==> src/sv/mbfs_pkg.sv <==
// ----------------------------------------------------------------------------
// mbfs_pkg
// Shared widths, codes, thresholds and types for the metaball field shader.
// ----------------------------------------------------------------------------
package mbfs_pkg;

   // Field widths
   localparam int ACT_W   = 2;
   localparam int IDX_W   = 4;
   localparam int XY_W    = 12;
   localparam int V_W     = 4;
   localparam int R_W     = 6;
   localparam int PIX_W   = 10;
   localparam int DIM_W   = 10;
   localparam int SHADE_W = 2;

   // Arithmetic widths
   localparam int DXY_W   = 13;          // pixel minus ball position, signed
   localparam int PROD_W  = 2 * DXY_W;   // full signed square
   localparam int SQ_W    = 24;          // one squared distance, |d| <= 3071
   localparam int RR_W    = 2 * R_W;     // radius squared
   localparam int D2_W    = 25;          // sum of two squares
   localparam int Q_W     = 16;          // Q16 term and sum
   localparam int QCNT_W  = 4;           // divider step counter

   // Stream and register port widths
   localparam int REQ_DATA_W = 64;
   localparam int RSP_DATA_W = 24;
   localparam int CSR_ADDR_W = 3;
   localparam int CSR_DATA_W = 32;

   // Reset values of the display registers
   localparam logic [DIM_W-1:0] WIDTH_RESET  = DIM_W'(320);
   localparam logic [DIM_W-1:0] HEIGHT_RESET = DIM_W'(240);

   // Shade thresholds in Q16
   localparam logic [Q_W-1:0] TH_BLACK = 16'd42598;
   localparam logic [Q_W-1:0] TH_WHITE = 16'd32768;
   localparam logic [Q_W-1:0] TH_GREEN = 16'd26214;
   localparam logic [Q_W-1:0] Q_MAX    = 16'hFFFF;

   // Item kinds
   typedef enum logic [ACT_W-1:0] {
      ACT_LOAD  = 2'd0,
      ACT_TICK  = 2'd1,
      ACT_QUERY = 2'd2,
      ACT_NONE  = 2'd3
   } action_type;

   // Shades
   typedef enum logic [SHADE_W-1:0] {
      SHADE_BACK  = 2'd0,
      SHADE_GREEN = 2'd1,
      SHADE_WHITE = 2'd2,
      SHADE_BLACK = 2'd3
   } shade_type;

   // Sequencer states
   typedef enum logic [7:0] {
      ST_IDLE   = 8'b0000_0001,
      ST_TICK   = 8'b0000_0010,
      ST_FETCH  = 8'b0000_0100,
      ST_SQX    = 8'b0000_1000,
      ST_SQY    = 8'b0001_0000,
      ST_START  = 8'b0010_0000,
      ST_WAIT   = 8'b0100_0000,
      ST_FINISH = 8'b1000_0000
   } state_type;

   // Request to the shared divider
   typedef struct packed {
      logic            start;
      logic [RR_W-1:0] dividend;
      logic [D2_W-1:0] divisor;
   } div_req_type;

   // Answer of the shared divider
   typedef struct packed {
      logic           done;
      logic [Q_W-1:0] quotient;
   } div_rsp_type;

endpackage

==> src/sv/mbfs_divider.sv <==
// ----------------------------------------------------------------------------
// mbfs_divider
// Restoring divider, one quotient bit per cycle: dividend * 2^16 / divisor,
// saturated to 16 bits.
// ----------------------------------------------------------------------------
module mbfs_divider (
   input  logic                clock,
   input  logic                reset,
   input  mbfs_pkg::div_req_type req,
   output mbfs_pkg::div_rsp_type rsp
);
   import mbfs_pkg::*;

   logic              busy_ff;
   logic              done_ff;
   logic [QCNT_W-1:0] cnt_ff;
   logic [D2_W-1:0]   rem_ff;
   logic [D2_W-1:0]   rem_in;
   logic [D2_W-1:0]   divisor_ff;
   logic [Q_W-1:0]    quot_ff;
   logic [Q_W-1:0]    quot_in;
   logic [D2_W:0]     shifted;
   logic              ge;
   logic              sat;

   // Quotient overflows 16 bits exactly when dividend >= divisor
   assign sat = {{(D2_W-RR_W){1'b0}}, req.dividend} >= req.divisor;

   // One restoring step
   always_comb begin
      shifted = {rem_ff, 1'b0};
      ge      = shifted >= {1'b0, divisor_ff};
      rem_in  = ge ? D2_W'(shifted - {1'b0, divisor_ff}) : shifted[D2_W-1:0];
      quot_in = {quot_ff[Q_W-2:0], ge};
   end

   // Control
   always_ff @(posedge clock) begin
      if (reset) begin
         busy_ff <= 1'b0;
         done_ff <= 1'b0;
         cnt_ff  <= '0;
      end else begin
         done_ff <= 1'b0;
         if (req.start) begin
            busy_ff <= !sat;
            done_ff <= sat;
            cnt_ff  <= '0;
         end else if (busy_ff) begin
            cnt_ff <= cnt_ff + 1'b1;
            if (cnt_ff == QCNT_W'(Q_W - 1)) begin
               busy_ff <= 1'b0;
               done_ff <= 1'b1;
            end
         end
      end
   end

   // Datapath
   always_ff @(posedge clock) begin
      if (req.start) begin
         divisor_ff <= req.divisor;
         rem_ff     <= {{(D2_W-RR_W){1'b0}}, req.dividend};
         quot_ff    <= sat ? Q_MAX : '0;
      end else if (busy_ff) begin
         rem_ff  <= rem_in;
         quot_ff <= quot_in;
      end
   end

   assign rsp.done     = done_ff;
   assign rsp.quotient = quot_ff;

endmodule

==> src/sv/metaball_field_shader.sv <==
// ----------------------------------------------------------------------------
// metaball_field_shader
// Ball table, tick animation and pixel shading by summed r^2/d^2 field.
// ----------------------------------------------------------------------------
// A load item leaves the sequencer idle; a tick moves one ball per cycle.
// In a pixel query each ball passes through fetch, the two passes through
// the shared squarer and the divider start, then waits in the shared
// 16-step restoring divider, so the divider sets the rate; a ball with zero
// radius or a saturated term skips most of the divider. The input is not
// ready while a tick or a query is in progress; a finished result waits in
// an output register, so the next item can be taken before it is read.
module metaball_field_shader #(
   parameter int BALLS = 2
) (
   input  logic                                clock,
   input  logic                                reset,
   // Requests
   input  logic                                req_tvalid,
   output logic                                req_tready,
   // ball_index[3:0], load_x[15:4], load_y[27:16], load_vx[31:28],
   // load_vy[35:32], load_radius[41:36], pixel_x[51:42], pixel_y[61:52]
   input  logic [mbfs_pkg::REQ_DATA_W-1:0]     req_tdata,
   // action[1:0]
   input  logic [mbfs_pkg::ACT_W-1:0]          req_tuser,
   // Results
   output logic                                rsp_tvalid,
   input  logic                                rsp_tready,
   // shade[1:0], out_x[11:2], out_y[21:12]
   output logic [mbfs_pkg::RSP_DATA_W-1:0]     rsp_tdata,
   // Register port
   input  logic                                csr_psel,
   input  logic                                csr_penable,
   input  logic                                csr_pwrite,
   input  logic [mbfs_pkg::CSR_ADDR_W-1:0]     csr_paddr,
   input  logic [mbfs_pkg::CSR_DATA_W-1:0]     csr_pwdata,
   output logic [mbfs_pkg::CSR_DATA_W-1:0]     csr_prdata,
   output logic                                csr_pready
);
   import mbfs_pkg::*;

   localparam int BIDX_W = (BALLS > 1) ? $clog2(BALLS) : 1;

   // Request fields
   action_type              req_action;
   logic [IDX_W-1:0]        req_index;
   logic [XY_W-1:0]         req_x;
   logic [XY_W-1:0]         req_y;
   logic [V_W-1:0]          req_vx;
   logic [V_W-1:0]          req_vy;
   logic [R_W-1:0]          req_radius;
   logic [PIX_W-1:0]        req_px;
   logic [PIX_W-1:0]        req_py;
   logic                    req_accept;

   assign req_action = action_type'(req_tuser);
   assign req_index  = req_tdata[3:0];
   assign req_x      = req_tdata[15:4];
   assign req_y      = req_tdata[27:16];
   assign req_vx     = req_tdata[31:28];
   assign req_vy     = req_tdata[35:32];
   assign req_radius = req_tdata[41:36];
   assign req_px     = req_tdata[51:42];
   assign req_py     = req_tdata[61:52];

   // Display registers
   logic [DIM_W-1:0] width_ff;
   logic [DIM_W-1:0] height_ff;
   logic             csr_write;

   assign csr_pready = 1'b1;
   assign csr_write  = csr_psel && csr_penable && csr_pwrite && csr_pready;

   always_ff @(posedge clock) begin
      if (reset) begin
         width_ff  <= WIDTH_RESET;
         height_ff <= HEIGHT_RESET;
      end else if (csr_write) begin
         if (csr_paddr[2]) begin
            height_ff <= csr_pwdata[DIM_W-1:0];
         end else begin
            width_ff <= csr_pwdata[DIM_W-1:0];
         end
      end
   end

   assign csr_prdata = csr_paddr[2] ? CSR_DATA_W'(height_ff) : CSR_DATA_W'(width_ff);

   // Sequencer and working registers
   state_type           state_ff;
   state_type           state_in;
   logic [BIDX_W-1:0]   cnt_ff;
   logic                last_ball;
   logic [PIX_W-1:0]    px_ff;
   logic [PIX_W-1:0]    py_ff;
   logic signed [DXY_W-1:0] dx_ff;
   logic signed [DXY_W-1:0] dy_ff;
   logic [R_W-1:0]      r_ff;
   logic [SQ_W-1:0]     sq_ff;
   logic [D2_W-1:0]     d2_ff;
   logic [Q_W-1:0]      sum_ff;
   logic [Q_W:0]        sum_wide;
   logic                out_free;

   assign last_ball  = cnt_ff == BIDX_W'(BALLS - 1);
   assign req_tready = state_ff == ST_IDLE;
   assign req_accept = req_tvalid && req_tready;
   assign out_free   = !rsp_tvalid || rsp_tready;

   // Ball table, one entry per ball
   logic [XY_W-1:0] ball_x_ff  [BALLS];
   logic [XY_W-1:0] ball_y_ff  [BALLS];
   logic [V_W-1:0]  ball_vx_ff [BALLS];
   logic [V_W-1:0]  ball_vy_ff [BALLS];
   logic [R_W-1:0]  ball_r_ff  [BALLS];
   logic            load_we;
   logic [BIDX_W-1:0] load_idx;

   assign load_we  = req_accept && req_action == ACT_LOAD
                     && {1'b0, req_index} < (IDX_W+1)'(BALLS);
   assign load_idx = BIDX_W'(req_index);

   // Motion of the current ball during a tick
   logic [XY_W-1:0] nx;
   logic [XY_W-1:0] ny;
   logic            bounce_x;
   logic            bounce_y;

   always_comb begin
      nx = ball_x_ff[cnt_ff] + {{(XY_W-V_W){ball_vx_ff[cnt_ff][V_W-1]}}, ball_vx_ff[cnt_ff]};
      ny = ball_y_ff[cnt_ff] + {{(XY_W-V_W){ball_vy_ff[cnt_ff][V_W-1]}}, ball_vy_ff[cnt_ff]};
      // Below zero, or past the limit while positive
      bounce_x = nx[XY_W-1] || nx > {{(XY_W-DIM_W){1'b0}}, width_ff};
      bounce_y = ny[XY_W-1] || ny > {{(XY_W-DIM_W){1'b0}}, height_ff};
   end

   always_ff @(posedge clock) begin
      if (reset) begin
         for (int i = 0; i < BALLS; i++) begin
            ball_x_ff[i]  <= '0;
            ball_y_ff[i]  <= '0;
            ball_vx_ff[i] <= '0;
            ball_vy_ff[i] <= '0;
            ball_r_ff[i]  <= '0;
         end
      end else if (load_we) begin
         ball_x_ff[load_idx]  <= req_x;
         ball_y_ff[load_idx]  <= req_y;
         ball_vx_ff[load_idx] <= req_vx;
         ball_vy_ff[load_idx] <= req_vy;
         ball_r_ff[load_idx]  <= req_radius;
      end else if (state_ff == ST_TICK) begin
         ball_x_ff[cnt_ff] <= nx;
         ball_y_ff[cnt_ff] <= ny;
         if (bounce_x) begin
            ball_vx_ff[cnt_ff] <= V_W'(-ball_vx_ff[cnt_ff]);
         end
         if (bounce_y) begin
            ball_vy_ff[cnt_ff] <= V_W'(-ball_vy_ff[cnt_ff]);
         end
      end
   end

   // Shared squarer
   logic signed [DXY_W-1:0]  mul_a;
   logic signed [PROD_W-1:0] prod;

   assign mul_a = (state_ff == ST_SQY) ? dy_ff : dx_ff;
   assign prod  = PROD_W'(mul_a) * PROD_W'(mul_a);

   // Shared divider
   div_req_type div_req;
   div_rsp_type div_rsp;

   assign div_req.start    = state_ff == ST_START && r_ff != '0;
   assign div_req.dividend = RR_W'(r_ff) * RR_W'(r_ff);
   assign div_req.divisor  = d2_ff;

   mbfs_divider u_divider (
      .clock (clock),
      .reset (reset),
      .req   (div_req),
      .rsp   (div_rsp)
   );

   assign sum_wide = {1'b0, sum_ff} + {1'b0, div_rsp.quotient};

   // Next state
   always_comb begin
      state_in = state_ff;
      unique case (state_ff)
         ST_IDLE: begin
            if (req_accept) begin
               if (req_action == ACT_TICK) begin
                  state_in = ST_TICK;
               end else if (req_action == ACT_QUERY) begin
                  state_in = ST_FETCH;
               end
            end
         end
         ST_TICK:   state_in = last_ball ? ST_IDLE : ST_TICK;
         ST_FETCH:  state_in = ST_SQX;
         ST_SQX:    state_in = ST_SQY;
         ST_SQY:    state_in = ST_START;
         ST_START: begin
            if (r_ff != '0) begin
               state_in = ST_WAIT;
            end else begin
               state_in = last_ball ? ST_FINISH : ST_FETCH;
            end
         end
         ST_WAIT: begin
            if (div_rsp.done) begin
               state_in = last_ball ? ST_FINISH : ST_FETCH;
            end
         end
         ST_FINISH: begin
            if (out_free) begin
               state_in = ST_IDLE;
            end
         end
         default:   state_in = ST_IDLE;
      endcase
   end

   always_ff @(posedge clock) begin
      if (reset) begin
         state_ff <= ST_IDLE;
         cnt_ff   <= '0;
      end else begin
         state_ff <= state_in;
         if (req_accept) begin
            cnt_ff <= '0;
         end else if ((state_ff == ST_TICK && !last_ball)
                      || (state_ff == ST_START && r_ff == '0 && !last_ball)
                      || (state_ff == ST_WAIT && div_rsp.done && !last_ball)) begin
            cnt_ff <= cnt_ff + 1'b1;
         end
      end
   end

   // Query datapath
   always_ff @(posedge clock) begin
      if (req_accept) begin
         px_ff  <= req_px;
         py_ff  <= req_py;
         sum_ff <= '0;
      end
      if (state_ff == ST_FETCH) begin
         dx_ff <= $signed({{(DXY_W-PIX_W){1'b0}}, px_ff})
                  - $signed({ball_x_ff[cnt_ff][XY_W-1], ball_x_ff[cnt_ff]});
         dy_ff <= $signed({{(DXY_W-PIX_W){1'b0}}, py_ff})
                  - $signed({ball_y_ff[cnt_ff][XY_W-1], ball_y_ff[cnt_ff]});
         r_ff  <= ball_r_ff[cnt_ff];
      end
      if (state_ff == ST_SQX) begin
         sq_ff <= prod[SQ_W-1:0];
      end
      if (state_ff == ST_SQY) begin
         d2_ff <= {1'b0, sq_ff} + {1'b0, prod[SQ_W-1:0]};
      end
      // Saturating accumulate of one term
      if (state_ff == ST_WAIT && div_rsp.done) begin
         sum_ff <= sum_wide[Q_W] ? Q_MAX : sum_wide[Q_W-1:0];
      end
   end

   // Output register
   shade_type        shade;
   logic             rsp_valid_ff;
   logic [RSP_DATA_W-1:0] rsp_data_ff;

   always_comb begin
      if (sum_ff > TH_BLACK) begin
         shade = SHADE_BLACK;
      end else if (sum_ff > TH_WHITE) begin
         shade = SHADE_WHITE;
      end else if (sum_ff > TH_GREEN) begin
         shade = SHADE_GREEN;
      end else begin
         shade = SHADE_BACK;
      end
   end

   always_ff @(posedge clock) begin
      if (reset) begin
         rsp_valid_ff <= 1'b0;
      end else if (state_ff == ST_FINISH && out_free) begin
         rsp_valid_ff <= 1'b1;
      end else if (rsp_tready) begin
         rsp_valid_ff <= 1'b0;
      end
   end

   always_ff @(posedge clock) begin
      if (state_ff == ST_FINISH && out_free) begin
         rsp_data_ff <= RSP_DATA_W'({py_ff, px_ff, shade});
      end
   end

   assign rsp_tvalid = rsp_valid_ff;
   assign rsp_tdata  = rsp_data_ff;

endmodule
==> config.mk <==
export PLATFORM = sky130hd
export DESIGN_NAME = metaball_field_shader
export DESIGN_NICKNAME = d
export VERILOG_FILES = /design/src/sv/mbfs_pkg.sv /design/src/sv/mbfs_divider.sv /design/src/sv/metaball_field_shader.sv
export SDC_FILE = /design/constraint.sdc
export NUM_CORES = 1
export LEC_CHECK = 0
export BUFFER_PORTS_ARGS = -buffer_cell sky130_fd_sc_hd__buf_4
export CAP_MARGIN = 20
export CORE_UTILIZATION = 55
export CTS_CLUSTER_SIZE = 25
export DETAILED_ROUTE_END_ITERATION = 7
export HOLD_SLACK_MARGIN = 0.08
export PLACE_DENSITY = 0.81
export REMOVE_ABC_BUFFERS = 1
export SYNTH_ARGS = -nofsm -noshare
export SYNTH_HDL_FRONTEND = slang
export SYNTH_HIERARCHICAL = 1
export SYNTH_SLANG_ARGS = --single-unit
==> constraint.sdc <==
create_clock -name clock -period 23.7 [get_ports clock]
set_input_delay 2.37 -clock clock [delete_from_list [all_inputs] [get_ports clock]]
set_output_delay 2.37 -clock clock [all_outputs]
set_load 0.005 [all_outputs]
==> impl_results.md, run 1 <==
* I/O pin cnt at 167
* Leading area contributor after synthesis: edfxtp_1
* Wirelength, routed at 53.0 mm
* Slew headroom at 0.288
* FF+latch area at between 9000 and 10000 sq um
* Rows at 76
* Compound-Gate Fraction of Synth Area at 0.121
* Port bufs at 115
* Mapped Cells at ~2400
* Synthesis-to-finish area growth at 10.7%
* Worst Setup Start Kind: register
* Run status: finished clean
* Detail Route Antenna Nets at 0
* Synth Cell Area at 24200 sq um
* Synth top area share at 0.331
* Post-synthesis mux area share at 0.0366
* Flops & latches, synth at between 300 and 400
* Hold Crit Class: reg2reg
* Mean area per synthesized cell at just over 10 sq um
* Post-CTS sizing at 0
* Post-Place Cell Area at 25600 sq um
* RePlAce Congestion at 0.931
* Top_reg_cell synth: edfxtp_1
* Drt drc at 0
* Distinct cells, synth at between 80 and 90
* Multi-input gate area at between 10000 and 15000 sq um
* Post-Synth Adder-Cell Area at 0.232
* Critical path type: reg2reg
* Ys async rst share at 0
* Sequential share of the synthesized area at 0.372
* Cells on Worst Hold Path at 0
* Simple-Gate Fraction of Synth Area at 0.124
* Initial antenna violation count at 0
* DRT iter0 DRCs at 1379
* Final number of hold-violating endpoints at 0
* Bufs on Longest Clock Path at 3
* Worst path required time at about 24000 ps
* Achievable clock frequency at a little over 100 MHz
* Fin Clk Skew at about 10 ps
* Leakage at about 0.012 uW
* Design area at between 20000 and 30000 sq um
* First-pass GRT wire length at 87.9 mm
* Slowest-stage cell, CP: mux2i_1
* Overall routing resource usage at 0.243
* Max FO, Critical Path at 17
* Post-layout min period at between 9000 and 10000 ps
* Crit path largest cell delay at between 600 and 700 ps
* WHS Endpoint: u_divider/divisor_ff[17]
* Register-to-Register Path Depth at 36
* Setup violators final at 0
* Combinational family with the most area after synthesis: adder cells
* Hold_sp: d2_ff[17]
* Layout cells sized above 1 at 0.0947
* CTS root buf: clkbuf_16
* Worst-path clk slew at approximately 60 ps
* CP most frequent cell: fa_1
* Largest net degree at the start of global routing at 51
* Yosys warning total at 6
* CTS Hold Bufs at 0
* Die width at approximately 210 um
* Via/cell ratio at around 5.7
* TNS Setup at 0 ps
* Number of fill cells at between 3000 and 4000
* Fin crit share at 0.413
* Max Slew Vio Count at 0
* RSZ-0062 raised after global routing: false
* EDFF count, synth at 267
* R2r setup slk at between 10000 and 15000 ps
* CP arrival at 10070 ps
* Pwr Density at 117 nW/um^2
* Max-capacitance violation count at 0
* Cts bufs inserted at 35
* Post-CTS setup buffers at 0
* Chip height at between 200 and 250 um
* CTS sink cnt at between 300 and 400
* Max VDD drop at between 100 and 150 uV
* DR vias at between 15000 and 20000
* Skew-Pair Late Insertion Delay at 520 ps
* Total congestion overflow at 0
* Starting Density at 0.560
* Vias in the first global route at 18300
* Post-synthesis xor/xnor area fraction at 0.0452
* Drt pass-1 iters at 5
* Core area at 43300 sq um
* Final nets at 2969
* Measured slew at the worst slew-check pin at 1070 ps
* Worst reg2reg path startpoint: state_ff[1]
* Die area at between 40000 and 50000 sq um
* CP endpoint kind: register
* Post-DP HPWL at approximately 40 mm
* Routed len/inst at 17.1 um
* H-tree depth at 2
* CTS tree: done
* Worst R2R End: d2_ff[24]
* Top cells by area, synth: edfxtp_1, fa_1, ha_1, inv_1, dfxtp_1
* Number of diodes at 0
==> state kept, by name, indices dropped and copies added (netlist names), 22 cells and up, named ones only <==
name / flops
rsp_tdata: 22
u_divider/rem_ff: 25
ball_y_ff: 24
sq_ff: 23
ball_x_ff: 24
d2_ff: 25
u_divider/divisor_ff: 25
==> Yosys cell counts (all sizes together) (16+ instances only) <==
cell type  instances
a21o              34
nand2            185
a211oi            27
nor2b             36
clkbuf            29
o21ai            100
a21oi            124
xor2              41
nand2b            22
nor3              36
mux2i             66
mux2              20
inv              317
dfxtp             50
fa               142
nand3             33
buf               52
o21a              23
nor2             223
xnor2             84
a22o              16
edfxtp           267
and2              24
and3              19
ha               222
==> report_power, final <==
group	total (uW)	switching, uW	internal [uW]
logic	1810	1010	804
registers	775	17.1	758
clock network	545	225	320
total	3130	1250	1880
==> layout make-up <==
| class | instances | share of cell area |
|---|---|---|
| multi-input combinational | 1688 | 0.510 |
| sequential | 317 | 0.336 |
| inverter | 322 | 0.0451 |
| timing repair buffer | 133 | 0.0395 |
| clock buffer | 50 | 0.0378 |
| tap | 585 | 0.0273 |
| clock inverter | 13 | 0.00429 |
==> worst max-delay path, delay by kind of cell (launching register included) <==
| kind | cells | cell delay [ps] |
|---|---|---|
| adder cells (fa/ha/maj) | 8 | 3340 |
| AO/OA/AOI/OAI | 10 | 2200 |
| AND/OR/NAND/NOR | 9 | 1690 |
| buffers and inverters | 6 | 970 |
| multiplexers | 1 | 650 |
| flip-flops | 1 | 360 |
| XOR/XNOR | 2 | 320 |
==> kinds of logic (layout without fill, tap and decap cells) <==
group                      after synthesis  after routing
and+or+nand+nor                        643            643
AOI/OAI and AO/OA                      443            443
xor gates and xnor gates               125            125
adders and majority gates              364            364
muxes                                   86             86
DFF                                    317            317
buffers and inverters                  403            518
other                                    2             27
==> cells in the final DEF (no fill, tap or decap), types with 23 or more instances in the layout <==
cell type and instances:
inv_1 317, edfxtp_1 267, ha_1 222, nor2_1 220
nand2_1 184, fa_1 142, buf_4 130, a21oi_1 121
o21ai_0 98, xnor2_1 84, mux2i_1 66, dfxtp_1 49
xor2_1 41, clkbuf_16 37, nor3_1 35, nor2b_1 35
a21o_1 34, nand3_1 33, conb_1 27, a211oi_1 26
o21a_1 23
==> worst max-delay path by stage <==
stage,from,to,slack [ps]
5_1_grt,state_ff[1],d2_ff[23],13450
2_1_floorplan,state_ff[3],d2_ff[24],14300
3_3_place_gp,state_ff[3],d2_ff[24],13680
6_report,state_ff[1],d2_ff[24],13910
3_5_place_dp,state_ff[1],d2_ff[24],14000
4_1_cts,state_ff[1],d2_ff[24],13910
==> routing by layer <==
layer / vias to the layer above / wire (um) / global-route usage
met3: 122 / 2650 / 0.0328
met4: 0 / 1820 / 0.0917
li1: 8423 / - / -
met5: - / 0 / 0
met1: 8591 / 21900 / 0.295
met2: 542 / 26700 / 0.436
==> stage by stage <==
step	setup WS (ps)	utilization	hold slack, ps	power, uW	instances
after floorplan	14300	-	426	2200	2327
after global placement	13680	0.592	431	2470	3042
after detailed placement	14000	0.592	435	2570	3043
after CTS	13910	0.619	447	3140	3106
after global routing	13450	0.620	454	3390	3108
final	13910	0.620	448	3130	3108
(Power assumes the default switching activity.)
==> run 2, diff against run 1 <==
Settings changed: PLACE_DENSITY 0.81 to 0.83.
Clock period 23.7 ns to 8.4 ns, I/O delays scaled along.
==> run 2 against run 1 <==
Compared with the run above: the run now ends with negative setup slack left; total power rose to 3.2 times the previous value; cell count up 2.5%; global-route usage up 0.95 points; utilization up 2.4 points; worst setup slack worse by 14000 ps; non-clock buffer count up 76; hold slack worse by 2.1 ps; via count up 2.9%; die area unchanged; maximum frequency up 14%; critical path depth down 2; register-to-register slack worse by 14000 ps; largest cell class unchanged.
==> impl_results.md, run 2 (same netlist as run 1, synthesis figures left out) <==
* Die area at 44900 sq um (unchanged)
* RePlAce Congestion at 0.946 (was 0.931)
* Skew-Pair Late Insertion Delay at 560 ps (was 520 ps)
* Max VDD drop at 491 uV (was 130 uV)
* RSZ-0062 raised after global routing: true (was false)
* Top flop regs: d2_ff (25), u_divider/divisor_ff (25), u_divider/rem_ff (25) (unchanged)
* Initial antenna violation count at 0 (unchanged)
* DR vias at 18200 (was 17700)
* Bufs on Longest Clock Path at 3 (unchanged)
* Largest net degree at the start of global routing at 56 (was 51)
* Failing checks: negative setup slack
* First-pass GRT wire length at 90.4 mm (was 87.9 mm)
* I/O pin cnt at 167 (unchanged)
* Port bufs at 115 (unchanged)
* CP most frequent cell: fa_1 (unchanged)
* Worst Setup Start Kind: register (unchanged)
* Max-capacitance violation count at 0 (unchanged)
* Hold Crit Class: reg2reg (unchanged)
* Final number of hold-violating endpoints at 0 (unchanged)
* Cell family with most CP delay: adder cells (unchanged)
* Crit path largest cell delay at 520 ps (was 650 ps)
* R2r setup slk at -150 ps (was 13910 ps)
* Max FO, Critical Path at 7 (was 17)
* CTS sink cnt at 317 (unchanged)
* Buffers & Inverters on Critical Path at 6 (unchanged)
* Measured slew at the worst slew-check pin at 1070 ps (about the same)
* Synthesis-to-finish area growth at 14.9% (was 10.7%)
* Tot Pwr at 10000 uW (was 3130 uW)
* DRT iter0 DRCs at 1174 (was 1379)
* Worst path required time at 8690 ps (was 23970 ps)
* Routed len/inst at 17.9 um (was 17.1 um)
* Die width at 212 um (unchanged)
* Core area at 43300 sq um (unchanged)
* Number of diodes at 0 (unchanged)
* Most frequent cells in the layout: inv_1, edfxtp_1, ha_1 (unchanged)
* Chip height at 212 um (unchanged)
* Total congestion overflow at 0 (unchanged)
* CP endpoint kind: register (unchanged)
* Worst setup margin at -154 ps (was 13910 ps)
* CTS Hold Bufs at 0 (unchanged)
* Critical path type: reg2reg (unchanged)
* CTS root buf: clkbuf_16 (unchanged)
* Fin Clk Skew at 28.0 ps (was 10.5 ps)
* Final nets at 3046 (was 2969)
* Pwr Density at 360 nW/um^2 (was 117 nW/um^2)
* Leakage at 0.0123 uW (was 0.0119 uW)
* Layout cells sized above 1 at 0.150 (was 0.0947)
* Max Slew Vio Count at 0 (unchanged)
* TNS Setup at -282 ps (was 0 ps)
* Drt drc at 0 (unchanged)
* Detail Route Antenna Nets at 0 (unchanged)
* Via/cell ratio at 5.71 (was 5.69)
* CP arrival at 8840 ps (was 10070 ps)
* Cts bufs inserted at 36 (was 35)
* Commonest non-fill, non-tap cell in the layout: inv_1 (unchanged)
* Vias in the first global route at 18600 (was 18300)
* Fin crit share at 1.02 (was 0.413)
* Number of fill cells at 3259 (was 3377)
* Overall routing resource usage at 0.252 (was 0.243)
* H-tree depth at 2 (unchanged)
* Setup violators final at 3 (was 0)
* Rows at 76 (unchanged)
* Drt pass-1 iters at 8 (was 5)
* Run status: finished with violations (was finished clean)
* Post-layout min period at 8550 ps (was 9790 ps)
* Post-DP HPWL at 41.8 mm (was 40.5 mm)
* Worst-path clk slew at 60 ps (about the same)
* Slew headroom at 0.286 (was 0.288)
* Slowest-stage cell, CP: fa_1 (was mux2i_1)
* Starting Density at 0.560 (unchanged)
* Achievable clock frequency at 117 MHz (was 102 MHz)
* Wirelength, routed at 56.9 mm (was 53.0 mm)
* CTS tree: done (unchanged)
==> run 2: cell types whose count changed in the layout (fill, tap and decap cells not counted), sizes merged <==
cell and delta:
inv +4, buf +76, clkinv +1, clkbuf -3
==> run 2: what timing repair did <==
| item | in CTS | in global routing |
|---|---|---|
| endpoints found under the setup margin | 4 | 5 |
| pin swaps | 19 | 27 |
| cloned | 1 | 0 |
| resized for setup | 28 | 72 |
| setup buffers | 6 | 12 |
==> run 2: worst reg2reg max path: cells and delay by family, from the launching register on <==
kind | cells | cell delay (ps)
adder cells (fa/ha/maj) | 8 | 3230
AO/OA/AOI/OAI | 8 | 1940
AND/OR/NAND/NOR | 10 | 1610
buffers and inverters | 6 | 680
multiplexers | 1 | 340
flip-flops | 1 | 320
XOR/XNOR | 1 | 140
==> run 2: metrics by stage <==
step	util	cells	setup WS, ps	hold WS [ps]	instance area [sq um]
final	0.644	3186	-154	446	27900
after CTS	0.634	3174	1.83	434	27400
after detailed placement	0.603	3102	-143	433	26100
after global routing	0.644	3186	-529	455	27900
after floorplan	-	2327	-999	426	23900
after global placement	0.602	3101	-37.3	429	26100
==> run 2: final timing paths <==
kind	endpoint	from	cells after the start
hold reg to reg	u_divider/divisor_ff[18]	d2_ff[18]	0
setup reg to reg	d2_ff[23]	state_ff[1]	34
hold / removal	u_divider/divisor_ff[18]	d2_ff[18]	0
setup / recovery	d2_ff[23]	state_ff[1]	34
==> run 2: final cells by class <==
type                       instances  area [sq um]  share of cell area
sequential                       317          9020               0.324
tap                              585           732              0.0263
inverter                         322          1210              0.0434
clock buffer                      47           992              0.0356
clock inverter                    18           161             0.00580
multi-input combinational       1688         14100               0.506
timing repair buffer             209          1650              0.0592
==> run 2: where the power goes <==
group	switching (uW)	internal [uW]	leakage, uW	total, uW
registers	50.8	2140	0.00294	2190
clock network	651	900	0.000573	1550
logic	3330	2960	0.00877	6290
==> run 2: per-layer routing <==
metal / global-route usage / share of wire / vias up
li1: - / - / 8588
met1: 0.298 / 0.40 / 8812
met2: 0.464 / 0.52 / 640
met3: 0.0341 / 0.053 / 152
met4: 0.0907 / 0.033 / 0
met5: 0 / 0 / -
